<file path="config.mk">
export PLATFORM = sky130hd
export DESIGN_NAME = multi_camera_frame_aligner
export DESIGN_NICKNAME = d
export VERILOG_FILES = /design/src/sv/mcfa_pkg.sv /design/src/sv/multi_camera_frame_aligner.sv /design/src/sv/mcfa_ram.sv /design/src/sv/mcfa_dist.sv
export SDC_FILE = /design/constraint.sdc
export NUM_CORES = 2
export LEC_CHECK = 0
export BUFFER_PORTS_ARGS = -buffer_cell sky130_fd_sc_hd__buf_2
export CAP_MARGIN = 5
export CORE_UTILIZATION = 65
export DETAILED_ROUTE_END_ITERATION = 10
export HOLD_SLACK_MARGIN = 0.15
export PLACE_DENSITY_LB_ADDON = 0.2
export SETUP_SLACK_MARGIN = 0.2
export SKIP_LAST_GASP = 1
export SLEW_MARGIN = 20
export SYNTH_ARGS = -nofsm -noshare
export SYNTH_HDL_FRONTEND = slang
export SYNTH_SLANG_ARGS = --single-unit
</file>
<file path="constraint.sdc">
create_clock -name aclk -period 17.4 [get_ports aclk]
set_input_delay 5.22 -clock aclk [delete_from_list [all_inputs] [get_ports aclk]]
set_output_delay 5.22 -clock aclk [all_outputs]
set_load 0.02 [all_outputs]
</file>
<file path="src/sv/mcfa_pkg.sv">
`timescale 1ns / 1ps
// ----------------------------------------------------------------------------
// mcfa_pkg: shared types and constants of the multi-camera frame aligner
// Queue geometry, status codes, register indexes and the frame entry type.
// ----------------------------------------------------------------------------
package mcfa_pkg;

    localparam int CAMERAS     = 4;
    localparam int QUEUE_DEPTH = 3;
    localparam int CAM_W       = $clog2(CAMERAS);
    localparam int POS_W       = (QUEUE_DEPTH > 1) ? $clog2(QUEUE_DEPTH) : 1;
    localparam int FILL_W      = $clog2(QUEUE_DEPTH + 1);
    localparam int CNT_W       = 3;
    localparam int ENTRIES     = CAMERAS * QUEUE_DEPTH;
    localparam int ADDR_W      = $clog2(ENTRIES);
    localparam int ENTRY_W     = 64 + 32 + 32;

    localparam logic [63:0] DEFAULT_TOLERANCE = 64'd33333333;

    localparam logic [1:0] ST_OK    = 2'd0;
    localparam logic [1:0] ST_RANGE = 2'd1;
    localparam logic [1:0] ST_EMPTY = 2'd2;
    localparam logic [1:0] ST_TOL   = 2'd3;

    localparam logic OP_PUSH = 1'b0;
    localparam logic OP_POP  = 1'b1;

    localparam logic [63:0] REG_CAMERA_COUNT = 64'd0;
    localparam logic [63:0] REG_TOLERANCE    = 64'd1;

    typedef struct packed {
        logic [63:0] stamp;
        logic [31:0] sequence_num;
        logic [31:0] tag;
    } entry_t;

    // Flat memory address of one queue slot.
    function automatic logic [ADDR_W-1:0] slot_addr(input logic [CAM_W-1:0] cam,
                                                    input logic [POS_W-1:0] pos);
        logic [ADDR_W+7:0] a;
        a = (ADDR_W + 8)'(cam) * (ADDR_W + 8)'(QUEUE_DEPTH) + (ADDR_W + 8)'(pos);
        return a[ADDR_W-1:0];
    endfunction

endpackage

</file>
<file path="src/sv/multi_camera_frame_aligner.sv">
`timescale 1ns / 1ps
// ----------------------------------------------------------------------------
// multi_camera_frame_aligner: timestamp frame sync over per-camera queues
// Pushes frames into small per-camera queues held in one RAM; a pop finds an
// aligned set nearest the latest head timestamp and emits it camera by camera.
// ----------------------------------------------------------------------------
//  channel | dir | handshake          | payload
//  s_      | in  | s_tvalid/s_tready  | s_tuser: op; s_tdata: cam, seq, stamp, tag
//  m_      | out | m_tvalid/m_tready  | m_tdata, m_tuser (status), m_tlast
//  cfg_    | in  | cfg_valid/cfg_ready| cfg_index, cfg_data
//
//  A push writes the new frame and returns a status; into a full queue it
//  first drops the oldest entry (two slot moves, a RAM read and a write each).
//  A pop reads each camera's head for the anchor, then each stored entry
//  through the single RAM port and the one distance unit, then emits each
//  camera's pick and closes the gap behind it.
//  Reset (aresetn low, synchronous) empties every queue and restores registers;
//  s_tready stays low until the whole transaction, including the queue shift
//  after its last result, is done, also while m_ stalls.
// ----------------------------------------------------------------------------
module multi_camera_frame_aligner (
    input  logic         aclk,
    input  logic         aresetn,
    input  logic         s_tvalid,
    output logic         s_tready,
    // operation
    input  logic         s_tuser,
    // source_cam[31:0], frame_sequence[63:32], frame_timestamp[127:64],
    // frame_tag[159:128]
    input  logic [159:0] s_tdata,
    output logic         m_tvalid,
    input  logic         m_tready,
    // out_camera[1:0], out_sequence[33:2], out_timestamp[97:34],
    // out_tag[129:98], zero pad to 136
    output logic [135:0] m_tdata,
    // status[1:0]
    output logic [1:0]   m_tuser,
    output logic         m_tlast,
    input  logic         cfg_valid,
    output logic         cfg_ready,
    input  logic [63:0]  cfg_index,
    input  logic [63:0]  cfg_data
);
    import mcfa_pkg::*;

    localparam logic [3:0] S_IDLE   = 4'd0;
    localparam logic [3:0] S_PSHRD  = 4'd1;  // read slot k+1
    localparam logic [3:0] S_PSHWR  = 4'd2;  // write it to slot k
    localparam logic [3:0] S_PSHNEW = 4'd3;  // write new frame
    localparam logic [3:0] S_HEADRD = 4'd4;  // read head of camera
    localparam logic [3:0] S_HEADCK = 4'd5;  // fold into anchor
    localparam logic [3:0] S_SRCHRD = 4'd6;  // read entry for distance
    localparam logic [3:0] S_SRCHD  = 4'd7;  // distance in flight
    localparam logic [3:0] S_SRCHCK = 4'd8;  // compare
    localparam logic [3:0] S_EMITRD = 4'd9;  // read pick
    localparam logic [3:0] S_EMITWT = 4'd10; // present result
    localparam logic [3:0] S_RMRD   = 4'd11; // shift remaining entries
    localparam logic [3:0] S_RMWR   = 4'd12;
    localparam logic [3:0] S_OUT    = 4'd13; // single status result

    logic [3:0]        state_reg, state_next;
    logic [CNT_W-1:0]  count_reg, count_next;
    logic [63:0]       tol_reg, tol_next;
    logic [FILL_W-1:0] fill_reg [CAMERAS];
    logic [FILL_W-1:0] fill_next [CAMERAS];
    logic [CAM_W-1:0]  cam_reg, cam_next;
    logic [POS_W-1:0]  pos_reg, pos_next;
    logic [POS_W-1:0]  sel_reg, sel_next;
    logic [POS_W-1:0]  pick_reg [CAMERAS];
    logic [POS_W-1:0]  pick_next [CAMERAS];
    logic [63:0]       anchor_reg, anchor_next;
    logic [63:0]       best_reg, best_next;
    entry_t            new_reg, new_next;
    logic [1:0]        status_reg, status_next;
    entry_t            outent_reg, outent_next;
    logic              olast_reg, olast_next;

    logic              we;
    logic [ADDR_W-1:0] addr;
    entry_t            wdata, rdata;
    logic [63:0]       diff;
    entry_t            out_ent;

    logic [CAMERAS-1:0] empty_vec;
    logic               any_empty;

    mcfa_ram #(.WIDTH(ENTRY_W), .DEPTH(ENTRIES)) u_ram (
        .aclk  (aclk),
        .we    (we),
        .addr  (addr),
        .wdata (wdata),
        .rdata (rdata)
    );

    mcfa_dist u_dist (
        .aclk (aclk),
        .a    (rdata.stamp),
        .b    (anchor_reg),
        .diff (diff)
    );

    // Result payload of the emit state comes straight from RAM read data;
    // the address holds on the pick while the result waits.
    assign out_ent   = (state_reg == S_EMITWT) ? rdata : outent_reg;
    assign cfg_ready = (state_reg == S_IDLE);
    assign s_tready  = (state_reg == S_IDLE) && !cfg_valid;
    assign m_tvalid  = (state_reg == S_EMITWT) || (state_reg == S_OUT);
    assign m_tuser   = status_reg;
    assign m_tlast   = olast_reg;
    assign m_tdata   = {6'd0, out_ent.tag, out_ent.stamp,
                        out_ent.sequence_num, cam_reg};

    always_comb begin
        for (int c = 0; c < CAMERAS; c++) begin
            empty_vec[c] = (CNT_W'(c) < count_reg) && (fill_reg[c] == '0);
        end
        any_empty = |empty_vec;
    end

    always_comb begin
        state_next  = state_reg;
        count_next  = count_reg;
        tol_next    = tol_reg;
        fill_next   = fill_reg;
        cam_next    = cam_reg;
        pos_next    = pos_reg;
        sel_next    = sel_reg;
        pick_next   = pick_reg;
        anchor_next = anchor_reg;
        best_next   = best_reg;
        new_next    = new_reg;
        status_next = status_reg;
        outent_next = outent_reg;
        olast_next  = olast_reg;
        we          = 1'b0;
        addr        = slot_addr(cam_reg, pos_reg);
        wdata       = rdata;

        unique case (state_reg)
            S_IDLE: begin
                if (cfg_valid) begin
                    // clamp camera count and default a zero tolerance
                    if (cfg_index == REG_CAMERA_COUNT) begin
                        count_next = (cfg_data[2:0] == '0 ||
                                      cfg_data[2:0] > CNT_W'(CAMERAS))
                                     ? CNT_W'(CAMERAS) : cfg_data[2:0];
                    end else if (cfg_index == REG_TOLERANCE) begin
                        tol_next = (cfg_data == '0) ? DEFAULT_TOLERANCE : cfg_data;
                    end
                end else if (s_tvalid) begin
                    outent_next = '0;
                    olast_next  = 1'b1;
                    cam_next    = '0;
                    pos_next    = '0;
                    if (s_tuser == OP_PUSH) begin
                        new_next.sequence_num = s_tdata[63:32];
                        new_next.stamp        = s_tdata[127:64];
                        new_next.tag          = s_tdata[159:128];
                        if (s_tdata[31:0] >= 32'(count_reg)) begin
                            status_next = ST_RANGE;
                            state_next  = S_OUT;
                        end else begin
                            cam_next    = s_tdata[CAM_W-1:0];
                            status_next = ST_OK;
                            // drop the oldest when full: shift slots down
                            if (fill_reg[s_tdata[CAM_W-1:0]] == FILL_W'(QUEUE_DEPTH)
                                && QUEUE_DEPTH > 1) begin
                                pos_next   = '0;
                                state_next = S_PSHRD;
                            end else begin
                                state_next = S_PSHNEW;
                            end
                        end
                    end else begin
                        anchor_next = '0;
                        if (any_empty) begin
                            status_next = ST_EMPTY;
                            state_next  = S_OUT;
                        end else begin
                            status_next = ST_OK;
                            state_next  = S_HEADRD;
                        end
                    end
                end
            end
            S_PSHRD: begin
                addr       = slot_addr(cam_reg, pos_reg + POS_W'(1));
                state_next = S_PSHWR;
            end
            S_PSHWR: begin
                we    = 1'b1;
                addr  = slot_addr(cam_reg, pos_reg);
                wdata = rdata;
                if (32'(pos_reg) + 32'd2 >= 32'(QUEUE_DEPTH)) begin
                    fill_next[cam_reg] = FILL_W'(QUEUE_DEPTH - 1);
                    state_next         = S_PSHNEW;
                end else begin
                    pos_next   = pos_reg + POS_W'(1);
                    state_next = S_PSHRD;
                end
            end
            S_PSHNEW: begin
                we    = 1'b1;
                addr  = slot_addr(cam_reg, fill_reg[cam_reg] == FILL_W'(QUEUE_DEPTH)
                                  ? POS_W'(QUEUE_DEPTH - 1)
                                  : POS_W'(fill_reg[cam_reg]));
                wdata = new_reg;
                if (fill_reg[cam_reg] != FILL_W'(QUEUE_DEPTH)) begin
                    fill_next[cam_reg] = fill_reg[cam_reg] + FILL_W'(1);
                end
                // the push status carries camera zero
                cam_next   = '0;
                state_next = S_OUT;
            end
            S_HEADRD: begin
                addr       = slot_addr(cam_reg, '0);
                state_next = S_HEADCK;
            end
            S_HEADCK: begin
                if (rdata.stamp > anchor_reg) begin
                    anchor_next = rdata.stamp;
                end
                if (CNT_W'(cam_reg) + CNT_W'(1) >= count_reg) begin
                    cam_next   = '0;
                    pos_next   = '0;
                    sel_next   = '0;
                    state_next = S_SRCHRD;
                end else begin
                    cam_next   = cam_reg + CAM_W'(1);
                    state_next = S_HEADRD;
                end
            end
            S_SRCHRD: begin
                addr       = slot_addr(cam_reg, pos_reg);
                state_next = S_SRCHD;
            end
            S_SRCHD: begin
                state_next = S_SRCHCK;
            end
            S_SRCHCK: begin
                // ties keep the older entry
                if (pos_reg == '0 || diff < best_reg) begin
                    best_next = diff;
                    sel_next  = pos_reg;
                end
                if (FILL_W'(pos_reg) + FILL_W'(1) < fill_reg[cam_reg]) begin
                    pos_next   = pos_reg + POS_W'(1);
                    state_next = S_SRCHRD;
                end else if (((pos_reg == '0) ? diff :
                              ((diff < best_reg) ? diff : best_reg)) > tol_reg) begin
                    status_next = ST_TOL;
                    cam_next    = '0;
                    state_next  = S_OUT;
                end else begin
                    pick_next[cam_reg] = (pos_reg == '0 || diff < best_reg)
                                         ? pos_reg : sel_reg;
                    if (CNT_W'(cam_reg) + CNT_W'(1) >= count_reg) begin
                        cam_next   = '0;
                        state_next = S_EMITRD;
                    end else begin
                        cam_next   = cam_reg + CAM_W'(1);
                        pos_next   = '0;
                        state_next = S_SRCHRD;
                    end
                end
            end
            S_EMITRD: begin
                addr       = slot_addr(cam_reg, pick_reg[cam_reg]);
                olast_next = (CNT_W'(cam_reg) + CNT_W'(1) == count_reg);
                state_next = S_EMITWT;
            end
            S_EMITWT: begin
                // hold the pick on the read port while the result waits
                addr       = slot_addr(cam_reg, pick_reg[cam_reg]);
                olast_next = (CNT_W'(cam_reg) + CNT_W'(1) == count_reg);
                if (state_reg == S_EMITWT && m_tready) begin
                    pos_next   = pick_reg[cam_reg];
                    state_next = S_RMRD;
                end
            end
            S_RMRD: begin
                // close the gap left by the pick
                if (FILL_W'(pos_reg) + FILL_W'(1) < fill_reg[cam_reg]) begin
                    addr       = slot_addr(cam_reg, pos_reg + POS_W'(1));
                    state_next = S_RMWR;
                end else begin
                    fill_next[cam_reg] = fill_reg[cam_reg] - FILL_W'(1);
                    if (CNT_W'(cam_reg) + CNT_W'(1) >= count_reg) begin
                        state_next = S_IDLE;
                    end else begin
                        cam_next   = cam_reg + CAM_W'(1);
                        state_next = S_EMITRD;
                    end
                end
            end
            S_RMWR: begin
                we         = 1'b1;
                addr       = slot_addr(cam_reg, pos_reg);
                wdata      = rdata;
                pos_next   = pos_reg + POS_W'(1);
                state_next = S_RMRD;
            end
            S_OUT: begin
                if (m_tready) begin
                    state_next = S_IDLE;
                end
            end
            default: begin
                state_next = S_IDLE;
            end
        endcase
    end

    always_ff @(posedge aclk) begin
        if (!aresetn) begin
            state_reg <= S_IDLE;
            count_reg <= CNT_W'(CAMERAS);
            tol_reg   <= DEFAULT_TOLERANCE;
            for (int c = 0; c < CAMERAS; c++) begin
                fill_reg[c] <= '0;
            end
        end else begin
            state_reg <= state_next;
            count_reg <= count_next;
            tol_reg   <= tol_next;
            fill_reg  <= fill_next;
        end
    end

    always_ff @(posedge aclk) begin
        cam_reg    <= cam_next;
        pos_reg    <= pos_next;
        sel_reg    <= sel_next;
        pick_reg   <= pick_next;
        anchor_reg <= anchor_next;
        best_reg   <= best_next;
        new_reg    <= new_next;
        status_reg <= status_next;
        olast_reg  <= olast_next;
        outent_reg <= outent_next;
    end

endmodule

</file>
<file path="src/sv/mcfa_ram.sv">
`timescale 1ns / 1ps
// ----------------------------------------------------------------------------
// mcfa_ram: generic single-port RAM
// One write or read per cycle, registered read data.
// ----------------------------------------------------------------------------
module mcfa_ram #(
    parameter int WIDTH = 8,
    parameter int DEPTH = 16
) (
    input  logic                     aclk,
    input  logic                     we,
    input  logic [$clog2(DEPTH)-1:0] addr,
    input  logic [WIDTH-1:0]         wdata,
    output logic [WIDTH-1:0]         rdata
);
    logic [WIDTH-1:0] mem [DEPTH];

    always_ff @(posedge aclk) begin
        if (we) begin
            mem[addr] <= wdata;
        end
        rdata <= mem[addr];
    end
endmodule

</file>
<file path="src/sv/mcfa_dist.sv">
`timescale 1ns / 1ps
// ----------------------------------------------------------------------------
// mcfa_dist: shared distance unit
// Absolute difference of two timestamps, registered.
// ----------------------------------------------------------------------------
module mcfa_dist (
    input  logic        aclk,
    input  logic [63:0] a,
    input  logic [63:0] b,
    output logic [63:0] diff
);
    logic [63:0] diff_reg, diff_next;

    always_comb begin
        diff_next = (a > b) ? (a - b) : (b - a);
    end

    always_ff @(posedge aclk) begin
        diff_reg <= diff_next;
    end

    assign diff = diff_reg;
endmodule
</file>
* Yosys cells after proc, flatten, opt, wreduce, memory -nomap -nowiden *
Memory sizes are Yosys's and may differ from the RTL's. A register that Yosys moved wholly into a read port is not among the register bits.
Index checks and enable logic that the tools add are counted.

storage, ports and cells
  bits in registers = 416
  bits in writable memories = 1536
  bits of input ports = 294
  output and inout port bits = 142
  word-level logic and storage cells = 222
  memories kept = 1

memories
  name       words  bits a word  rd ports  clocked after memory_dff  write ports  RTL line        RTL
  u_ram.mem  12     128          1         1                         1            mcfa_ram.sv:16  logic [WIDTH-1:0] mem [DEPTH];

operators by class
  $add $sub $neg = 12
  multipliers = 1
  order comparisons = 15
  eq/ne operators = 34
  multiplexer cells = 84
  bitwise gates (word level) = 10
  reductions and logical operators = 43

operators by type and width
  kind                                                                    number
  64-bit two-way mux                                                      8
  128-bit two-way mux                                                     2
  64-bit > comparator                                                     2
  64-bit zero test                                                        2
  64-bit one-hot mux with 2 select lines                                  1
  64-bit subtractor                                                       2
  2-bit two-way mux                                                       35
  64-bit by 1-bit equality test with 1-bit output, second input constant  1
  64-bit less-than comparator                                             1
  4-bit one-hot mux with 14 select lines                                  1
  4-bit two-way mux                                                       13
  32-bit by 3-bit greater-or-equal comparator with 1-bit output           1
  2-bit inequality test, second input constant                            14
  8-bit bitwise mux                                                       3
  4-bit equality test, second input constant                              6
  8-bit two-way mux                                                       3
  8-bit one-hot mux with 3 select lines                                   1
  4-bit one-hot mux with 5 select lines                                   1
  4-bit by 2-bit adder with 4-bit output                                  4
  4-bit by 3-bit equality test with 1-bit output, second input constant   4
  4-bit AND reduction                                                     4
  2-bit binary-select mux with 2-bit select                               3
  2-bit one-hot mux with 6 select lines                                   1
  2-bit zero test                                                         5
  other kinds (47)                                                        81

* Logic depth before layout (Yosys ltp) *
  depth in word-level cells = 11
  depth in mapped cells = 25
  gate-level depth less buffers = 23

* Cells and area by module *
A second synthesis with hierarchy kept.

unflattened totals
  cells, all modules = 6362
  area, all modules = 93367.0 um^2

by module, submodules not included
  module                      instances  cells an instance  area each (um^2)  seq. area each (um^2)
  mcfa_ram                    1          3010               62213.4           48686.7
  multi_camera_frame_aligner  1          2067               21909.8           9779.4
  mcfa_dist                   1          1285               9243.9            1281.2

* Worst setup path before layout *
OpenSTA, ideal clock, no wires.

  path type = input -> output
  start point = input port cfg_valid
  end point = output port s_tready
  data arrival time = 5.562 ns
  data required time = 12.180 ns
  slack = 6.618 ns
  stages on the path = 1
  buffers on the path = 0
  cell sequence = nor2_1

between the ends
  cells in the longest elaborated chain, start to end = 2

ends and longest elaborated chain
  element            RTL line                           RTL
  start, declared    multi_camera_frame_aligner.sv:39   input logic cfg_valid,
  1-bit zero test    multi_camera_frame_aligner.sv:106  assign s_tready = (state_reg == S_IDLE) && !cfg_valid;
  1-bit logical AND  multi_camera_frame_aligner.sv:106
  end, declared      multi_camera_frame_aligner.sv:25   output logic s_tready,

No other way between the ends.

* Worst setup path after layout *
Same ends and word-level chain as after synthesis.

==> flow_metrics.env <==
export IMPL_port_buffers=429
export IMPL_avgRoutedWirePerCell_um=23.7
export IMPL_cp_required_ns=12.18
export IMPL_syn_avg_cell_area_um2=11.4
export IMPL_dp_hpwl_um=143000
export IMPL_synthCells=8018
export IMPL_clk_latency_ns=0.84
export IMPL_synthDistinctLibCells=84
export IMPL_clk_pin_slew_ns=0.06
export IMPL_grt_pass1_vias=61938
export IMPL_maxSlewHeadroom_pct=18.9
export IMPL_synth_adder_area_share_pct=3.90
export IMPL_antenna_left=0
export IMPL_synthFlopType="edfxtp_1"
export IMPL_grt_total_usage_pct=34.0
export IMPL_hold_violations=0
export IMPL_cts_tree="built"
export IMPL_syn_area_um2=91100
export IMPL_drc=0
export IMPL_critPathKind="primary input to primary output"
export IMPL_post_cts_buffers=0
export IMPL_htreeDepth=4
export IMPL_finalWirelength_um=245000
export IMPL_start_util_pct=65.4
export IMPL_root_buffer="clkbuf_16"
export IMPL_yosysTopAreaCell="edfxtp_1"
export IMPL_synth_warnings=0
export IMPL_synth_simple_area_share_pct=17.3
export IMPL_rows=137
export IMPL_drv_slew=0
export IMPL_core_region_area_um2=139000
export IMPL_vias_per_cell=6.23
export IMPL_crit_arrival_ns=5.72
export IMPL_drive_gt1_share_pct=12.1
export IMPL_synth_top_area_share_pct=59.6
export IMPL_finalNetCount=8868
export IMPL_period_needed_ns=10.94
export IMPL_fin_skew_ns=0.0568
export IMPL_antenna_found_initial=14
export IMPL_cts_inserted_buffers=198
export IMPL_start_kind="primary input"
export IMPL_setup_tns_ns=0
export IMPL_period_share_pct=62.9
export IMPL_synth_seq_area_share_pct=65.6
export IMPL_synth_area_leaders="edfxtp_1, nand2_1, dfxtp_1, nand3_1, ha_1"
export IMPL_synth_seq_cells=2080
export IMPL_gr_total_overflow=0
export IMPL_rsz0062_at_grt="no"
export IMPL_synth_top_family_by_area="simple AND/OR/NAND/NOR gates"
export IMPL_crit_fanout=3
export IMPL_clock_path_buffers=3
export IMPL_synth_xor_area_share_pct=0.625
export IMPL_hold_path_class="flip-flop to flip-flop"
export IMPL_finalSetupViolCount=0
export IMPL_status="finished clean"
export IMPL_largest_reg_flops=1536
export IMPL_ctsHoldBuffers=0
export IMPL_place_gp_congestion=0.994
export IMPL_fin_util_pct=72.8
export IMPL_areaGrowthSynthToFinish_pct=11.4
export IMPL_async_flop_share_pct=0
export IMPL_endpoint_kind="primary output"
export IMPL_die_h_um=376
export IMPL_first_pass_iters=8
export IMPL_numClockSinks=2080
export IMPL_grt_pass1_wl_um=366000
export IMPL_synth_compound_area_share_pct=7.20
export IMPL_dieArea_um2=142000
export IMPL_worst_pin_slew_ns=1.22
export IMPL_fmax_mhz=91.4
export IMPL_drt_initial_drc_count=7464
export IMPL_grt_max_degree=205
export IMPL_io_pins=436
export IMPL_fin_hold_ws_ns=0.454
export IMPL_drv_cap=0
export IMPL_synth_edf_count=1809
export IMPL_fp_dieW_um=376
export IMPL_vias=64510
export IMPL_muxShareOfSynthArea_pct=2.07
export IMPL_cts_resized=0
[synthesized netlist by cell type, types with 78 or more instances]
library cell / n
inv_1: 312
nand2_1: 2111
o221ai_1: 133
mux2_2: 134
dfxtp_1: 271
o21ai_0: 224
edfxtp_1: 1809
nor2_1: 304
buf_2: 78
clkbuf_1: 326
ha_1: 276
a21oi_1: 279
nand3_1: 931
a21o_1: 90
[per-stage QoR]
| step | setup slack (ns) | instance area [um^2] | cells |
|---|---|---|---|
| finish | 6.46 | 101000 | 10351 |
| global route | 6.39 | 101000 | 10350 |
| CTS | 6.46 | 101000 | 10342 |
| detailed placement | 6.47 | 94800 | 9966 |
| global placement | 6.47 | 94800 | 9965 |
| floorplan | 6.62 | 91100 | 8023 |
[critical path, cell delays in order]
cell and delay [ns]:
buf_2 0.12, nor2_1 0.18, buf_2 0.20
[per-layer routing]
layer | GRT usage (%) | part of all wire [%] | vias up
met4 | 13.7 | 3.6 | 8
met2 | 54.3 | 48 | 3548
met1 | 47.4 | 40 | 31337
met5 | 0 | 0.023 | -
met3 | 4.80 | 9.1 | 522
li1 | - | - | 29095
[final cells by class]
type                    count  area [um^2]
diodes                      6         15.0
repair buffers            526         3050
clock inverters            91          888
inverters                 313         1170
multi-input cells        5174        28600
well taps                1876         2350
clock buffers             285         5660
fillers                  9335        37900
flip-flops and latches   2080        59700
[path summary, 6_finish.rpt]
path	from	end	slack [ns]	cells after the start
max	cfg_valid	s_tready	6.46	3
min reg2reg	u_dist.diff[28]	best_reg[28]	0.45	0
max reg2reg	cam_reg[0]	u_ram.rdata[65]	9.89	15
min	u_dist.diff[28]	best_reg[28]	0.45	0
[cell usage in the layout, fill, tap and decap left out, types with 20 or more instances in the layout]
cell type	n
nand3_1	930
mux2i_1	29
o21ai_1	44
inv_1	312
buf_4	82
nand4_1	65
nand2_1	2109
a31oi_1	21
edfxtp_1	1809
a21o_1	90
dfxtp_1	271
nor4_1	48
nor2_1	289
buf_2	429
and2_1	71
o21bai_1	51
clkinv_1	26
clkbuf_8	29
clkbuf_16	202
mux2_2	134
xnor2_1	46
a211oi_1	23
ha_1	276
nor2b_1	20
o221ai_1	132
a21oi_1	279
nor3_1	36
a21boi_0	62
clkbuf_1	54
o21ai_0	175
clkinv_2	37
[cells by family (layout without fill, tap and decap cells)]
logic type | after synthesis | in the layout
multiplexers | 167 | 167
XOR/XNOR | 65 | 65
buffers and inverters | 769 | 1215
other | 1 | 12
flip-flops | 2080 | 2080
AND/OR/NAND/NOR | 3652 | 3652
AO/OA/AOI/OAI | 1003 | 1003
adder cells (fa/ha/maj) | 281 | 281
Power is left out: the tool's default activity adds up to more than one toggle a clock period on the data nets, which glitch-free logic cannot reach.
